### src/rtl/rthsv_pkg.sv
`default_nettype none

package rthsv_pkg;

  localparam int unsigned PixW      = 8;
  localparam int unsigned QBits     = 8;
  localparam int unsigned NumW      = 16;
  localparam int unsigned FifoDepth = 4;
  localparam int unsigned FifoPtrW  = $clog2(FifoDepth);
  localparam int unsigned FifoCntW  = $clog2(FifoDepth + 1);

  localparam logic [8:0] HueRedBase   = 9'd0;
  localparam logic [8:0] HueGreenBase = 9'd120;
  localparam logic [8:0] HueBlueBase  = 9'd240;
  localparam logic [8:0] HueWrap      = 9'd360;

  typedef enum logic [1:0] {
    SEC_RED,
    SEC_GREEN,
    SEC_BLUE
  } sector_e;

  // Classified pixel as it leaves the front part.
  typedef struct packed {
    logic [PixW-1:0] hi;
    logic [PixW-1:0] delta;
    logic [PixW-1:0] abs_diff;
    logic            neg;
    sector_e         sector;
  } cls_t;

  // One beat inside the divider pipeline of the back part.
  typedef struct packed {
    logic [NumW-1:0]  r_sat;
    logic [NumW-1:0]  r_hue;
    logic [PixW-1:0]  d_sat;
    logic [PixW-1:0]  d_hue;
    logic [QBits-1:0] q_sat;
    logic [QBits-1:0] q_hue;
    logic             neg;
    sector_e          sector;
  } pipe_t;

  function automatic pipe_t div_step(pipe_t p, logic [2:0] bit_idx);
    pipe_t           n;
    logic [NumW-1:0] sh_sat;
    logic [NumW-1:0] sh_hue;
    n      = p;
    sh_sat = NumW'(p.d_sat) << bit_idx;
    sh_hue = NumW'(p.d_hue) << bit_idx;
    if (p.r_sat >= sh_sat) begin
      n.r_sat          = p.r_sat - sh_sat;
      n.q_sat[bit_idx] = 1'b1;
    end
    if (p.r_hue >= sh_hue) begin
      n.r_hue          = p.r_hue - sh_hue;
      n.q_hue[bit_idx] = 1'b1;
    end
    return n;
  endfunction

endpackage

`default_nettype wire

### src/rtl/rthsv_front.sv
`default_nettype none

module rthsv_front (
  input  wire logic                     clk_i,
  input  wire logic                     rst_ni,
  input  wire logic                     push_i,
  output logic                          full_o,
  input  wire logic [rthsv_pkg::PixW-1:0] red_i,
  input  wire logic [rthsv_pkg::PixW-1:0] green_i,
  input  wire logic [rthsv_pkg::PixW-1:0] blue_i,
  output logic                          q_push_o,
  input  wire logic                     q_full_i,
  output rthsv_pkg::cls_t               q_data_o
);
  import rthsv_pkg::*;

  logic        vld_q, vld_d;
  cls_t        cls_q, cls_d;
  logic        accept;
  logic [PixW-1:0] hi, lo;
  logic signed [PixW:0] diff;

  assign q_push_o = vld_q && !q_full_i;
  assign full_o   = vld_q && q_full_i;
  assign accept   = push_i && !full_o;
  assign q_data_o = cls_q;

  always_comb begin
    hi = red_i;
    if (green_i > hi) hi = green_i;
    if (blue_i > hi) hi = blue_i;
    lo = red_i;
    if (green_i < lo) lo = green_i;
    if (blue_i < lo) lo = blue_i;

    if (red_i == hi) begin
      cls_d.sector = SEC_RED;
      diff = $signed({1'b0, green_i}) - $signed({1'b0, blue_i});
    end else if (green_i == hi) begin
      cls_d.sector = SEC_GREEN;
      diff = $signed({1'b0, blue_i}) - $signed({1'b0, red_i});
    end else begin
      cls_d.sector = SEC_BLUE;
      diff = $signed({1'b0, red_i}) - $signed({1'b0, green_i});
    end

    cls_d.hi       = hi;
    cls_d.delta    = hi - lo;
    cls_d.neg      = diff[PixW];
    cls_d.abs_diff = diff[PixW] ? PixW'(-diff) : PixW'(diff);

    if (accept) begin
      vld_d = 1'b1;
    end else if (q_push_o) begin
      vld_d = 1'b0;
    end else begin
      vld_d = vld_q;
    end
  end

  always_ff @(posedge clk_i or negedge rst_ni) begin
    if (!rst_ni) begin
      vld_q <= 1'b0;
    end else begin
      vld_q <= vld_d;
    end
  end

  always_ff @(posedge clk_i) begin
    if (accept) begin
      cls_q <= cls_d;
    end
  end

endmodule

`default_nettype wire

### src/rtl/rthsv_fifo.sv
`default_nettype none

module rthsv_fifo (
  input  wire logic            clk_i,
  input  wire logic            rst_ni,
  input  wire logic            push_i,
  input  wire rthsv_pkg::cls_t wdata_i,
  output logic                 full_o,
  input  wire logic            pop_i,
  output rthsv_pkg::cls_t      rdata_o,
  output logic                 empty_o
);
  import rthsv_pkg::*;

  cls_t                mem_q [FifoDepth];
  logic [FifoPtrW-1:0] wr_ptr_q, rd_ptr_q;
  logic [FifoCntW-1:0] cnt_q, cnt_d;
  logic                do_push, do_pop;

  assign full_o  = (cnt_q == FifoCntW'(FifoDepth));
  assign empty_o = (cnt_q == '0);
  assign do_push = push_i && !full_o;
  assign do_pop  = pop_i && !empty_o;
  assign rdata_o = mem_q[rd_ptr_q];

  always_comb begin
    cnt_d = cnt_q;
    if (do_push && !do_pop) begin
      cnt_d = cnt_q + 1'b1;
    end else if (do_pop && !do_push) begin
      cnt_d = cnt_q - 1'b1;
    end
  end

  always_ff @(posedge clk_i or negedge rst_ni) begin
    if (!rst_ni) begin
      wr_ptr_q <= '0;
      rd_ptr_q <= '0;
      cnt_q    <= '0;
    end else begin
      cnt_q <= cnt_d;
      if (do_push) wr_ptr_q <= wr_ptr_q + 1'b1;
      if (do_pop) rd_ptr_q <= rd_ptr_q + 1'b1;
    end
  end

  always_ff @(posedge clk_i) begin
    if (do_push) begin
      mem_q[wr_ptr_q] <= wdata_i;
    end
  end

endmodule

`default_nettype wire

### src/rtl/rthsv_back.sv
`default_nettype none

module rthsv_back (
  input  wire logic                       clk_i,
  input  wire logic                       rst_ni,
  input  wire rthsv_pkg::cls_t            q_data_i,
  input  wire logic                       q_empty_i,
  output logic                            q_pop_o,
  output logic                            empty_o,
  input  wire logic                       pop_i,
  output logic [rthsv_pkg::PixW-1:0]      hue_o,
  output logic [rthsv_pkg::PixW-1:0]      saturation_o,
  output logic [rthsv_pkg::PixW-1:0]      brightness_o
);
  import rthsv_pkg::*;

  pipe_t            st_q [QBits+1];
  logic [QBits:0]   vld_q;
  pipe_t            load;
  logic             adv;
  logic             out_vld_q;
  logic [PixW-1:0]  hue_q, sat_q, bri_q;
  logic [PixW-1:0]  hue_d, sat_d;
  logic [8:0]       base, deg;
  pipe_t            last;

  // The whole pipeline moves one step whenever the output register is free
  // or being drained.
  assign adv     = !out_vld_q || pop_i;
  assign q_pop_o = adv && !q_empty_i;
  assign empty_o = !out_vld_q;
  assign last    = st_q[QBits];

  always_comb begin
    load.r_sat  = {q_data_i.delta, 8'd0} - NumW'(q_data_i.delta);
    load.r_hue  = (NumW'(q_data_i.abs_diff) << 6) - (NumW'(q_data_i.abs_diff) << 2);
    load.d_sat  = q_data_i.hi;
    load.d_hue  = q_data_i.delta;
    load.q_sat  = '0;
    load.q_hue  = '0;
    load.neg    = q_data_i.neg;
    load.sector = q_data_i.sector;
  end

  always_comb begin
    unique case (last.sector)
      SEC_RED:   base = (last.neg && last.q_hue != '0) ? HueWrap : HueRedBase;
      SEC_GREEN: base = HueGreenBase;
      SEC_BLUE:  base = HueBlueBase;
      default:   base = HueRedBase;
    endcase
    if (last.neg) begin
      deg = base - 9'(last.q_hue);
    end else begin
      deg = base + 9'(last.q_hue);
    end
    hue_d = (last.d_hue == '0) ? '0 : deg[8:1];
    sat_d = (last.d_sat == '0) ? '0 : last.q_sat;
  end

  always_ff @(posedge clk_i or negedge rst_ni) begin
    if (!rst_ni) begin
      vld_q     <= '0;
      out_vld_q <= 1'b0;
    end else if (adv) begin
      vld_q     <= {vld_q[QBits-1:0], !q_empty_i};
      out_vld_q <= vld_q[QBits];
    end
  end

  always_ff @(posedge clk_i) begin
    if (adv) begin
      st_q[0] <= load;
      for (int k = 0; k < QBits; k++) begin
        st_q[k+1] <= div_step(st_q[k], 3'(QBits - 1 - k));
      end
      hue_q <= hue_d;
      sat_q <= sat_d;
      bri_q <= last.d_sat;
    end
  end

  assign hue_o        = hue_q;
  assign saturation_o = sat_q;
  assign brightness_o = bri_q;

endmodule

`default_nettype wire

### src/rtl/rgb_to_hsv_8bit.sv
`default_nettype none

// Channel  Direction  Handshake     Beat contents
// pixel    in         push / full   red_i, green_i, blue_i
// hsv      out        empty / pop   hue_o, saturation_o, brightness_o
//
// One beat is taken per cycle while full is low. An accepted pixel passes
// through the front register, the queue, the eight-step shared divider pipeline
// that yields both quotients one bit per stage, and the output register.
// Reset clears all valid flags and the queue; no clearing pass is needed.
// With pop held low the back pipeline freezes once its output is valid, the
// four-entry queue fills and then full rises after the front register is occupied.

module rgb_to_hsv_8bit (
  input  wire logic                        clk_i,
  input  wire logic                        rst_ni,
  input  wire logic                        push,
  output logic                             full,
  input  wire logic [rthsv_pkg::PixW-1:0]  red_i,
  input  wire logic [rthsv_pkg::PixW-1:0]  green_i,
  input  wire logic [rthsv_pkg::PixW-1:0]  blue_i,
  output logic                             empty,
  input  wire logic                        pop,
  output logic [rthsv_pkg::PixW-1:0]       hue_o,
  output logic [rthsv_pkg::PixW-1:0]       saturation_o,
  output logic [rthsv_pkg::PixW-1:0]       brightness_o
);
  import rthsv_pkg::*;

  cls_t f_data, q_data;
  logic f_push, f_full, q_empty, q_pop;

  rthsv_front u_front (
    .clk_i    (clk_i),
    .rst_ni   (rst_ni),
    .push_i   (push),
    .full_o   (full),
    .red_i    (red_i),
    .green_i  (green_i),
    .blue_i   (blue_i),
    .q_push_o (f_push),
    .q_full_i (f_full),
    .q_data_o (f_data)
  );

  rthsv_fifo u_fifo (
    .clk_i   (clk_i),
    .rst_ni  (rst_ni),
    .push_i  (f_push),
    .wdata_i (f_data),
    .full_o  (f_full),
    .pop_i   (q_pop),
    .rdata_o (q_data),
    .empty_o (q_empty)
  );

  rthsv_back u_back (
    .clk_i        (clk_i),
    .rst_ni       (rst_ni),
    .q_data_i     (q_data),
    .q_empty_i    (q_empty),
    .q_pop_o      (q_pop),
    .empty_o      (empty),
    .pop_i        (pop),
    .hue_o        (hue_o),
    .saturation_o (saturation_o),
    .brightness_o (brightness_o)
  );

  a_hue_range: assert property (@(posedge clk_i) disable iff (!rst_ni)
    !empty |-> hue_o <= 8'd179)
    else $error("hue beyond half-scale range");

  a_black: assert property (@(posedge clk_i) disable iff (!rst_ni)
    (!empty && brightness_o == '0) |-> (saturation_o == '0 && hue_o == '0))
    else $error("black pixel with nonzero hue or saturation");

  a_gray: assert property (@(posedge clk_i) disable iff (!rst_ni)
    (!empty && saturation_o == '0) |-> hue_o == '0)
    else $error("gray pixel with nonzero hue");

endmodule

`default_nettype wire
### config.mk
export PLATFORM = sky130hd
export DESIGN_NAME = rgb_to_hsv_8bit
export DESIGN_NICKNAME = d
export VERILOG_FILES = /design/src/rtl/rthsv_pkg.sv /design/src/rtl/rthsv_front.sv /design/src/rtl/rthsv_fifo.sv /design/src/rtl/rthsv_back.sv /design/src/rtl/rgb_to_hsv_8bit.sv
export SDC_FILE = /design/constraint.sdc
export NUM_CORES = 1
export LEC_CHECK = 0
export ABC_CLOCK_PERIOD_IN_PS = 31300
export BUFFER_PORTS_ARGS = -buffer_cell sky130_fd_sc_hd__buf_2
export CORE_MARGIN = 4
export CORE_UTILIZATION = 60
export CTS_BUF_LIST = sky130_fd_sc_hd__clkbuf_2 sky130_fd_sc_hd__clkbuf_4 sky130_fd_sc_hd__clkbuf_8
export DETAILED_ROUTE_END_ITERATION = 10
export PLACE_DENSITY = 0.77
export SYNTH_ARGS = -nofsm -noshare
export SYNTH_HDL_FRONTEND = slang
export SYNTH_HIERARCHICAL = 1
export SYNTH_SLANG_ARGS = --single-unit
### constraint.sdc
create_clock -name clk_i -period 31.3 [get_ports clk_i]
set_input_delay 3.13 -clock clk_i [delete_from_list [all_inputs] [get_ports clk_i]]
set_output_delay 3.13 -clock clk_i [all_outputs]
set_load 0.03 [all_outputs]
# Yosys cells after proc, flatten, opt, wreduce, memory -nomap -nowiden
# Memory sizes are Yosys's and may differ from the RTL's.
# Cells that the tools add are included.
# word_totals
register_bits,69
ramBits,711
mem_count,2
rom_bits,0
inputBits,28
latch_bits,0
output_inout_bits,26
# memory_table
name,depth,width,rd,rd_clocked_by_memory_dff,wr,line,text
u_back.st_q,9,67,9,0,9,rthsv_back.sv:17,pipe_t st_q [QBits+1];
u_fifo.mem_q,4,27,1,0,1,rthsv_fifo.sv:15,cls_t mem_q [FifoDepth];
# classes
magnitude_cmp,20
muxes,83
shift,0
bitwise,0
n_mul,0
div_mod_pow,0
n_reduce_logical,23
addsub,29
n_eq_ne,5
# op_table
operator,count
16-bit two-way mux,32
16-bit by 8-bit subtractor with 16-bit output,3
8-bit two-way mux,5
1-bit two-way mux,38
9-bit two-way mux,4
16-bit by 10-bit greater-or-equal comparator with 1-bit output,2
16-bit by 11-bit greater-or-equal comparator with 1-bit output,2
16-bit by 12-bit greater-or-equal comparator with 1-bit output,2
16-bit by 13-bit greater-or-equal comparator with 1-bit output,2
16-bit by 14-bit greater-or-equal comparator with 1-bit output,2
16-bit by 15-bit greater-or-equal comparator with 1-bit output,2
16-bit by 8-bit greater-or-equal comparator with 1-bit output,2
16-bit by 9-bit greater-or-equal comparator with 1-bit output,2
16-bit by 10-bit subtractor with 16-bit output,2
16-bit by 11-bit subtractor with 16-bit output,2
16-bit by 12-bit subtractor with 16-bit output,2
16-bit by 13-bit subtractor with 16-bit output,2
16-bit by 14-bit subtractor with 16-bit output,2
16-bit by 15-bit subtractor with 16-bit output,2
16-bit by 9-bit subtractor with 16-bit output,2
9-bit one-hot mux with 3 select lines,1
8-bit by 8-bit subtractor with 9-bit output,3
8-bit == test,2
8-bit > comparator,2
22 further kinds,40

# Logic depth before layout (Yosys ltp)
# Gate-level depths: netlist (run 1).
# logic_depth
ltp_word,9
ltp_mapped,29
ltp_nobuf,27

# Hierarchy
# The synthesis (run 1) kept the hierarchy.
# modules_own_cells
mod,area_per_inst_um2,seq_area_each_um2,instances,cells_per_inst
rthsv_back,24388.4,15234.6,1,1884
rthsv_fifo,4327.9,3418.3,1,177
rthsv_front,3567.2,835.8,1,409

# Least setup slack after synthesis (run 1)
# Ideal clock, no wire load.
# synth_path
path_kind,input to register
from,input pop
to,"register u_back.bri_q[0], in the netlist u_back/brightness_o[0], enable pin"
slack_ns,14.959
t_arrival_ns,12.337
setup_ns,4.004
path_buffers,0
cell_stages,2
path_cell_list,nor2_1 clkinv_1
# synth_between
elab_chain_cells,1
# synth_lines
item,line,text
start: declaration,rgb_to_hsv_8bit.sv:23,"input wire logic pop,"
1-bit logical OR,rthsv_back.sv:29,assign adv = !out_vld_q || pop_i;
end signal: assignment,rthsv_back.sv:79,bri_q <= last.d_sat;
end: declaration,rthsv_back.sv:22,"logic [PixW-1:0] hue_q, sat_q, bri_q;"
# No other way between the ends.
# A chain may end at the register's enable or synchronous reset.

==> results of run 1 <==
## area by class of cell
class	instances	area share
flip-flops and latches	652	0.549
multi-input cells	1538	0.330
well taps	688	0.0243
clock buffers	136	0.0482
inverters	247	0.0264
diodes	1	0.0000706
repair buffers	68	0.0110
clock inverters	48	0.0111
## synth_stat cells (8+ instances only)
master | instances | area [um2]
xor2_1 | 64 | 561
or4_1 | 13 | 97.6
nand4_1 | 19 | 119
buf_2 | 11 | 55.1
mux2_2 | 48 | 541
edfxtp_1 | 634 | 19000
mux2i_1 | 26 | 260
mux4_2 | 26 | 586
o21bai_1 | 10 | 75.1
nand2b_1 | 34 | 213
a31oi_1 | 11 | 68.8
nor2_1 | 155 | 582
a21oi_1 | 127 | 636
ha_1 | 193 | 2410
nand3_1 | 16 | 80.1
nor4_1 | 21 | 131
or2_2 | 8 | 50.1
a21boi_0 | 11 | 82.6
nor3_1 | 43 | 215
o21ai_0 | 126 | 631
a211oi_1 | 24 | 180
and2_1 | 19 | 119
and3_1 | 11 | 68.8
o31ai_1 | 16 | 120
fa_1 | 19 | 380
clkbuf_1 | 15 | 56.3
a21o_1 | 40 | 300
nor2b_1 | 46 | 288
nand2_1 | 146 | 548
o21a_1 | 27 | 203
dfrtp_1 | 18 | 450
inv_1 | 246 | 923
or3_1 | 17 | 106
xnor2_1 | 113 | 990
## kinds of logic after synthesis
logic type,share of synthesized area
AOI/OAI and AO/OA,0.0903
xor gates and xnor gates,0.0480
adders and majority gates,0.0869
buffers and inverters,0.0345
DFF,0.604
muxes,0.0447
and+or+nand+nor,0.0919
## path summary, 6_finish.rpt
path	start	to	depth (start not counted)
max in group asynchronous	rst_ni	u_fifo/cnt_q[0]$_DFFE_PN0P_	1
worst min register to register	u_back/st_q[0][401]$_DFFE_PN_	u_back/st_q[0][468]$_DFFE_PN_	0
min in group asynchronous	rst_ni	u_back/vld_q[6]$_DFFE_PN0N_	1
worst max-delay path	green_i[1]	u_front/q_data_o[9]$_DFFE_PP_	20
worst min-delay path	u_back/st_q[0][401]$_DFFE_PN_	u_back/st_q[0][468]$_DFFE_PN_	0
worst max register to register	u_fifo/rd_ptr_q[0]$_DFFE_PN0P_	u_back/st_q[0][31]$_DFFE_PN_	10
## sequential cells by signal (all words and copies together), names as in the netlist, 2 cells and up
signal and cells:
u_fifo/mem_q 108, u_back/vld_q 9, u_back/saturation_o 8, u_fifo/cnt_q 3
u_back/brightness_o 8, u_back/st_q 475, u_fifo/rd_ptr_q 2, u_back/hue_o 8
u_fifo/wr_ptr_q 2, u_front/q_data_o 27
## per-layer routing
metal | share of wire | track usage
met2 | 0.55 | 0.395
met4 | 0.039 | 0.0950
met3 | 0.034 | 0.0321
met1 | 0.38 | 0.215
met5 | 0 | 0
## stage by stage
stage	hold slack, ps	utilization	cells	worst slack, ps	area [um2]
after floorplan	400	-	2470	14960	32300
after global placement	400	0.631	3193	21860	33400
after detailed placement	405	0.631	3193	21760	33400
after CTS	413	0.671	3377	22500	35500
after global routing	418	0.671	3378	22170	35500
final	410	0.671	3378	22390	35500
==> qor.yml, run 1 <==
wire_per_inst_um: 17.2
post_drt_via_cell_ratio: 5.67
min_period_over_period: 0.285
dieHeight_um: 240
layout_commonest_cell: "edfxtp_1"
cts_setup_buffers: 0
dr_total_vias: 19164
cp-end-kind: "flip-flop"
clockBufferDepth: 3
fillers: 3633
ff_latch_area_um2: 19500
track_usage: 0.204
final_nets: 2849
drtPass1Iterations: 5
first_global_vias: 19994
cpPeakStageDelay_ps: 850
hpwl_um: 42500
port_buffers: 53
r2r_setup_slack_ps: 27870
rows: 84
yosysWarnings: 6
finalHoldViolations: 0
cts_tree: "built"
cpLargestDelayFamily: "compound AO/OA/AOI/OAI gates"
arrival_ps: 9310
cp.required_ps: 31700
netlist_area_um2: 32300
start_util: 0.611
antenna_found_initial: 1
crit_slowest_cell: "nor3_2"
routed_wl_um: 58100
synth_ff_type: "edfxtp_1"
drive_above_1_share: 0.125
maxCapViolations: 0
cts_resized: 0
clock_sinks: 652
syn_avg_cell_area_um2: 13.1
finClkSkew_ps: 27.5
dieArea_um2: 57600
start_kind: "primary input"
rsz0062_at_grt: "no"
core_area_um2: 52900
synth_seq_area_share: 0.604
relSlewSlack: 0.175
drc_errors: 0
clkLatencyLatePin_ps: 670
ys_seq_elements: 652
drt-initial-drc-count: 1021
cp_num_buf_inv: 2
max_freq_ghz: 0.112
mappedNetlistNets: 2710
fin_setup_tns_ps: 0
worst_pin_slew_ps: 1230
setup_viol: 0
hold_path_class: "flip-flop to flip-flop"
crit_fanout: 17
htree_levels: 3
async_flop_share: 0.0276
cts_buffers: 102
multiInputGateArea_um2: 11700
path_cells: "buf_2 > inv_1 > ha_1 > nor2b_1 > o311ai_2 > nand2_1 > a21oi_1 > ha_1 > a21o_1 > a21o_1 > a211oi_1 > o211ai_2 > a211oi_1 > a211oi_1 > nor3_2 > mux2_2 > mux2_2 > ha_1 > a41oi_1 > xnor2_1"
overflow: 0
synth.distinct_cells: 85
synth-edff-count: 634
clk_pin_slew_ps: 60
status: "completed"
final_cell_mix: "634 x edfxtp_1, 246 x inv_1, 193 x ha_1"
die_w_um: 240
pin_count: 54
grt_pass1_wl_um: 94900
crit_type: "primary input to flip-flop"
synthCells: 2470
grt_max_degree: 198
slew_viol_final: 0
area_delta_synth_final_pct: 9.86
root_buffer: "clkbuf_8"
fin_crit_ps: 8910
ant_nets: 0
globalplace.congestion: 0.958
hold_buffers: 0
Power of run 1 is left out: the tool's default activity adds up to more than one toggle a clock period on the data nets, which glitch-free logic cannot reach.
==> run 2, diff against run 1 <==
--- a/config.mk
+++ b/config.mk
@@ -5,7 +5,7 @@
 export SDC_FILE = /design/constraint.sdc
 export NUM_CORES = 1
 export LEC_CHECK = 0
-export ABC_CLOCK_PERIOD_IN_PS = 31300
+export ABC_CLOCK_PERIOD_IN_PS = 8600
 export BUFFER_PORTS_ARGS = -buffer_cell sky130_fd_sc_hd__buf_2
 export CORE_MARGIN = 4
 export CORE_UTILIZATION = 60
==> constraint.sdc (replaced) <==
create_clock -name clk_i -period 8.6 [get_ports clk_i]
set_input_delay 0.86 -clock clk_i [delete_from_list [all_inputs] [get_ports clk_i]]
set_output_delay 0.86 -clock clk_i [all_outputs]
set_load 0.03 [all_outputs]
==> run 2 against run 1 <==
  * Design area fell by 0.34%
  * Hold slack got worse by 270 ps
  * Via count fell by 0.17%
  * Die area did not move
  * Flip-flop and latch count did not move
  * Global-route usage fell by 0.13 points
  * Sequential share of layout area rose by 0.18 points
  * Worst setup slack got worse by 20000 ps
  * Utilization fell by 0.22 points
  * Critical path depth did not move
==> qor.yml, run 2 (synthesized netlist as in run 1, its figures left out) <==
layout_commonest_cell: "edfxtp_1"  # unchanged
top_register: "u_back/st_q"  # unchanged
hold_buffers: 0  # unchanged
cp-end-kind: "flip-flop"  # unchanged
finalHoldViolations: 0  # unchanged
htree_levels: 3  # unchanged
dr_total_vias: 19132  # was 19164
clk_pin_slew_ps: 60  # about the same
first_global_vias: 19772  # was 19994
cts_buffers: 101  # was 102
cts_resized: 0  # unchanged
track_usage: 0.203  # was 0.204
fin_ws_ps: 2000  # was 22390 ps
antenna_found_initial: 1  # unchanged
overflow: 0  # unchanged
arrival_ps: 6990  # was 9310 ps
rsz0062_at_grt: "no"  # unchanged
path_cells: "buf_2 > inv_1 > ha_1 > nor2b_1 > o311ai_2 > nand2_1 > a21oi_1 > ha_1 > a21o_1 > a21o_1 > a211oi_1 > o211a_1 > nor3_1 > a21oi_1 > xnor2_1 > nor4_4 > mux2i_1 > and3_1 > a41o_1 > xnor2_1"  # was buf_2 > inv_1 > ha_1 > nor2b_1 > o311ai_2 > nand2_1 > a21oi_1 > ha_1 > a21o_1 > a21o_1 > a211oi_1 > o211ai_2 > a211oi_1 > a211oi_1 > nor3_2 > mux2_2 > mux2_2 > ha_1 > a41oi_1 > xnor2_1
crit_slowest_cell: "nor4_4"  # was nor3_2
area_delta_synth_final_pct: 9.50  # was 9.86%
die_w_um: 240  # unchanged
post_drt_via_cell_ratio: 5.67  # about the same
final_nets: 2849  # unchanged
crit_fanout: 17  # unchanged
root_buffer: "clkbuf_8"  # unchanged
max_freq_ghz: 0.152
start_kind: "primary input"  # unchanged
drt-initial-drc-count: 1074  # was 1021
status: "completed"  # unchanged
cpPeakStageDelay_ps: 720  # was 850 ps
ant_nets: 0  # unchanged
fin_crit_ps: 6600
hpwl_um: 42000  # was 42500 um
wire_per_inst_um: 17.0  # was 17.2 um
cts_tree: "built"  # unchanged
fillers: 3654  # was 3633
rows: 84  # unchanged
finClkSkew_ps: 21.7  # was 27.5 ps
clockBufferDepth: 3  # unchanged
hold_path_class: "primary input to asynchronous set/reset pin"  # was flip-flop to flip-flop
grt_pass1_wl_um: 94400  # was 94900 um
min_period_over_period: 0.767
worst_pin_slew_ps: 1200  # was 1230 ps
clkLatencyLatePin_ps: 650  # was 670 ps
core_area_um2: 52900  # unchanged
crit_type: "primary input to flip-flop"  # unchanged
final_cell_mix: "634 x edfxtp_1, 246 x inv_1, 193 x ha_1"  # unchanged
cts_setup_buffers: 0  # unchanged
slew_viol_final: 0  # unchanged
dieArea_um2: 57600  # unchanged
routed_wl_um: 57500  # was 58100 um
cp.required_ps: 8990  # was 31700 ps
preCtsSetupSlack_ps: 1390  # was 21760 ps
fin_setup_tns_ps: 0  # unchanged
largest_reg_flops: 475  # unchanged
globalplace.congestion: 0.944  # was 0.958
port_buffers: 53  # unchanged
clock_sinks: 652  # unchanged
setup_viol: 0  # unchanged
grt_max_degree: 197  # was 198
drtPass1Iterations: 5  # unchanged
start_util: 0.611  # unchanged
drc_errors: 0  # unchanged
drive_above_1_share: 0.126  # was 0.125
maxCapViolations: 0  # unchanged
timing.hold.ws_ps: 141  # was 410 ps
relSlewSlack: 0.197  # was 0.175
pin_count: 54  # unchanged
dieHeight_um: 240  # unchanged
-- run 2: layout make-up --
class | instances | area [um2] | share of cell area
Antenna cell | 1 | 2.50 | 0.0000708
Clock buffer | 140 | 1710 | 0.0485
Clock inverter | 38 | 253 | 0.00715
Inverter | 247 | 943 | 0.0267
Multi-Input combinational cell | 1538 | 11700 | 0.331
Sequential cell | 652 | 19500 | 0.551
Tap cell | 688 | 861 | 0.0244
Timing Repair Buffer | 69 | 398 | 0.0113
-- run 2: layer usage --
layer,global-route usage,routed length [um],up-vias
met3,0.0313,2000,134
met1,0.219,21900,9207
met5,0,0,-
li1,-,-,9387
met4,0.0932,2220,0
met2,0.388,31400,404
-- run 2: worst max-delay path: cells and delay by family --
family,cells,cell delay [ps]
xor gates and xnor gates,2,250
AOI/OAI and AO/OA,8,2670
muxes,1,480
adders and majority gates,2,620
buffers and inverters,2,350
and+or+nand+nor,5,1730
-- run 2: path summary, 6_finish.rpt --
| kind | slack (ps) | start | endpoint | cells after the start |
|---|---|---|---|---|
| worst min register to register | 410 | u_back/st_q[0][333]$_DFFE_PN_ | u_back/st_q[0][400]$_DFFE_PN_ | 0 |
| worst min-delay path | 140 | rst_ni | u_back/vld_q[0]$_DFFE_PN0N_ | 1 |
| worst max register to register | 5130 | u_fifo/rd_ptr_q[0]$_DFFE_PN0P_ | u_back/st_q[0][31]$_DFFE_PN_ | 9 |
| worst max-delay path | 2000 | green_i[1] | u_front/q_data_o[10]$_DFFE_PP_ | 20 |
| min in group clk_i | 410 | u_back/st_q[0][333]$_DFFE_PN_ | u_back/st_q[0][400]$_DFFE_PN_ | 0 |
| max in group asynchronous | 8160 | rst_ni | u_front/vld_q$_DFFE_PN0P_ | 1 |
-- run 2: per-stage QoR --
stage / cells / utilization / area, um2
after detailed placement: 3194 / 0.631 / 33400
after global placement: 3194 / 0.631 / 33400
after CTS: 3372 / 0.669 / 35300
final: 3373 / 0.669 / 35300
after global routing: 3373 / 0.669 / 35300
after floorplan: 2470 / - / 32300
Power of run 2 is left out for the same reason.
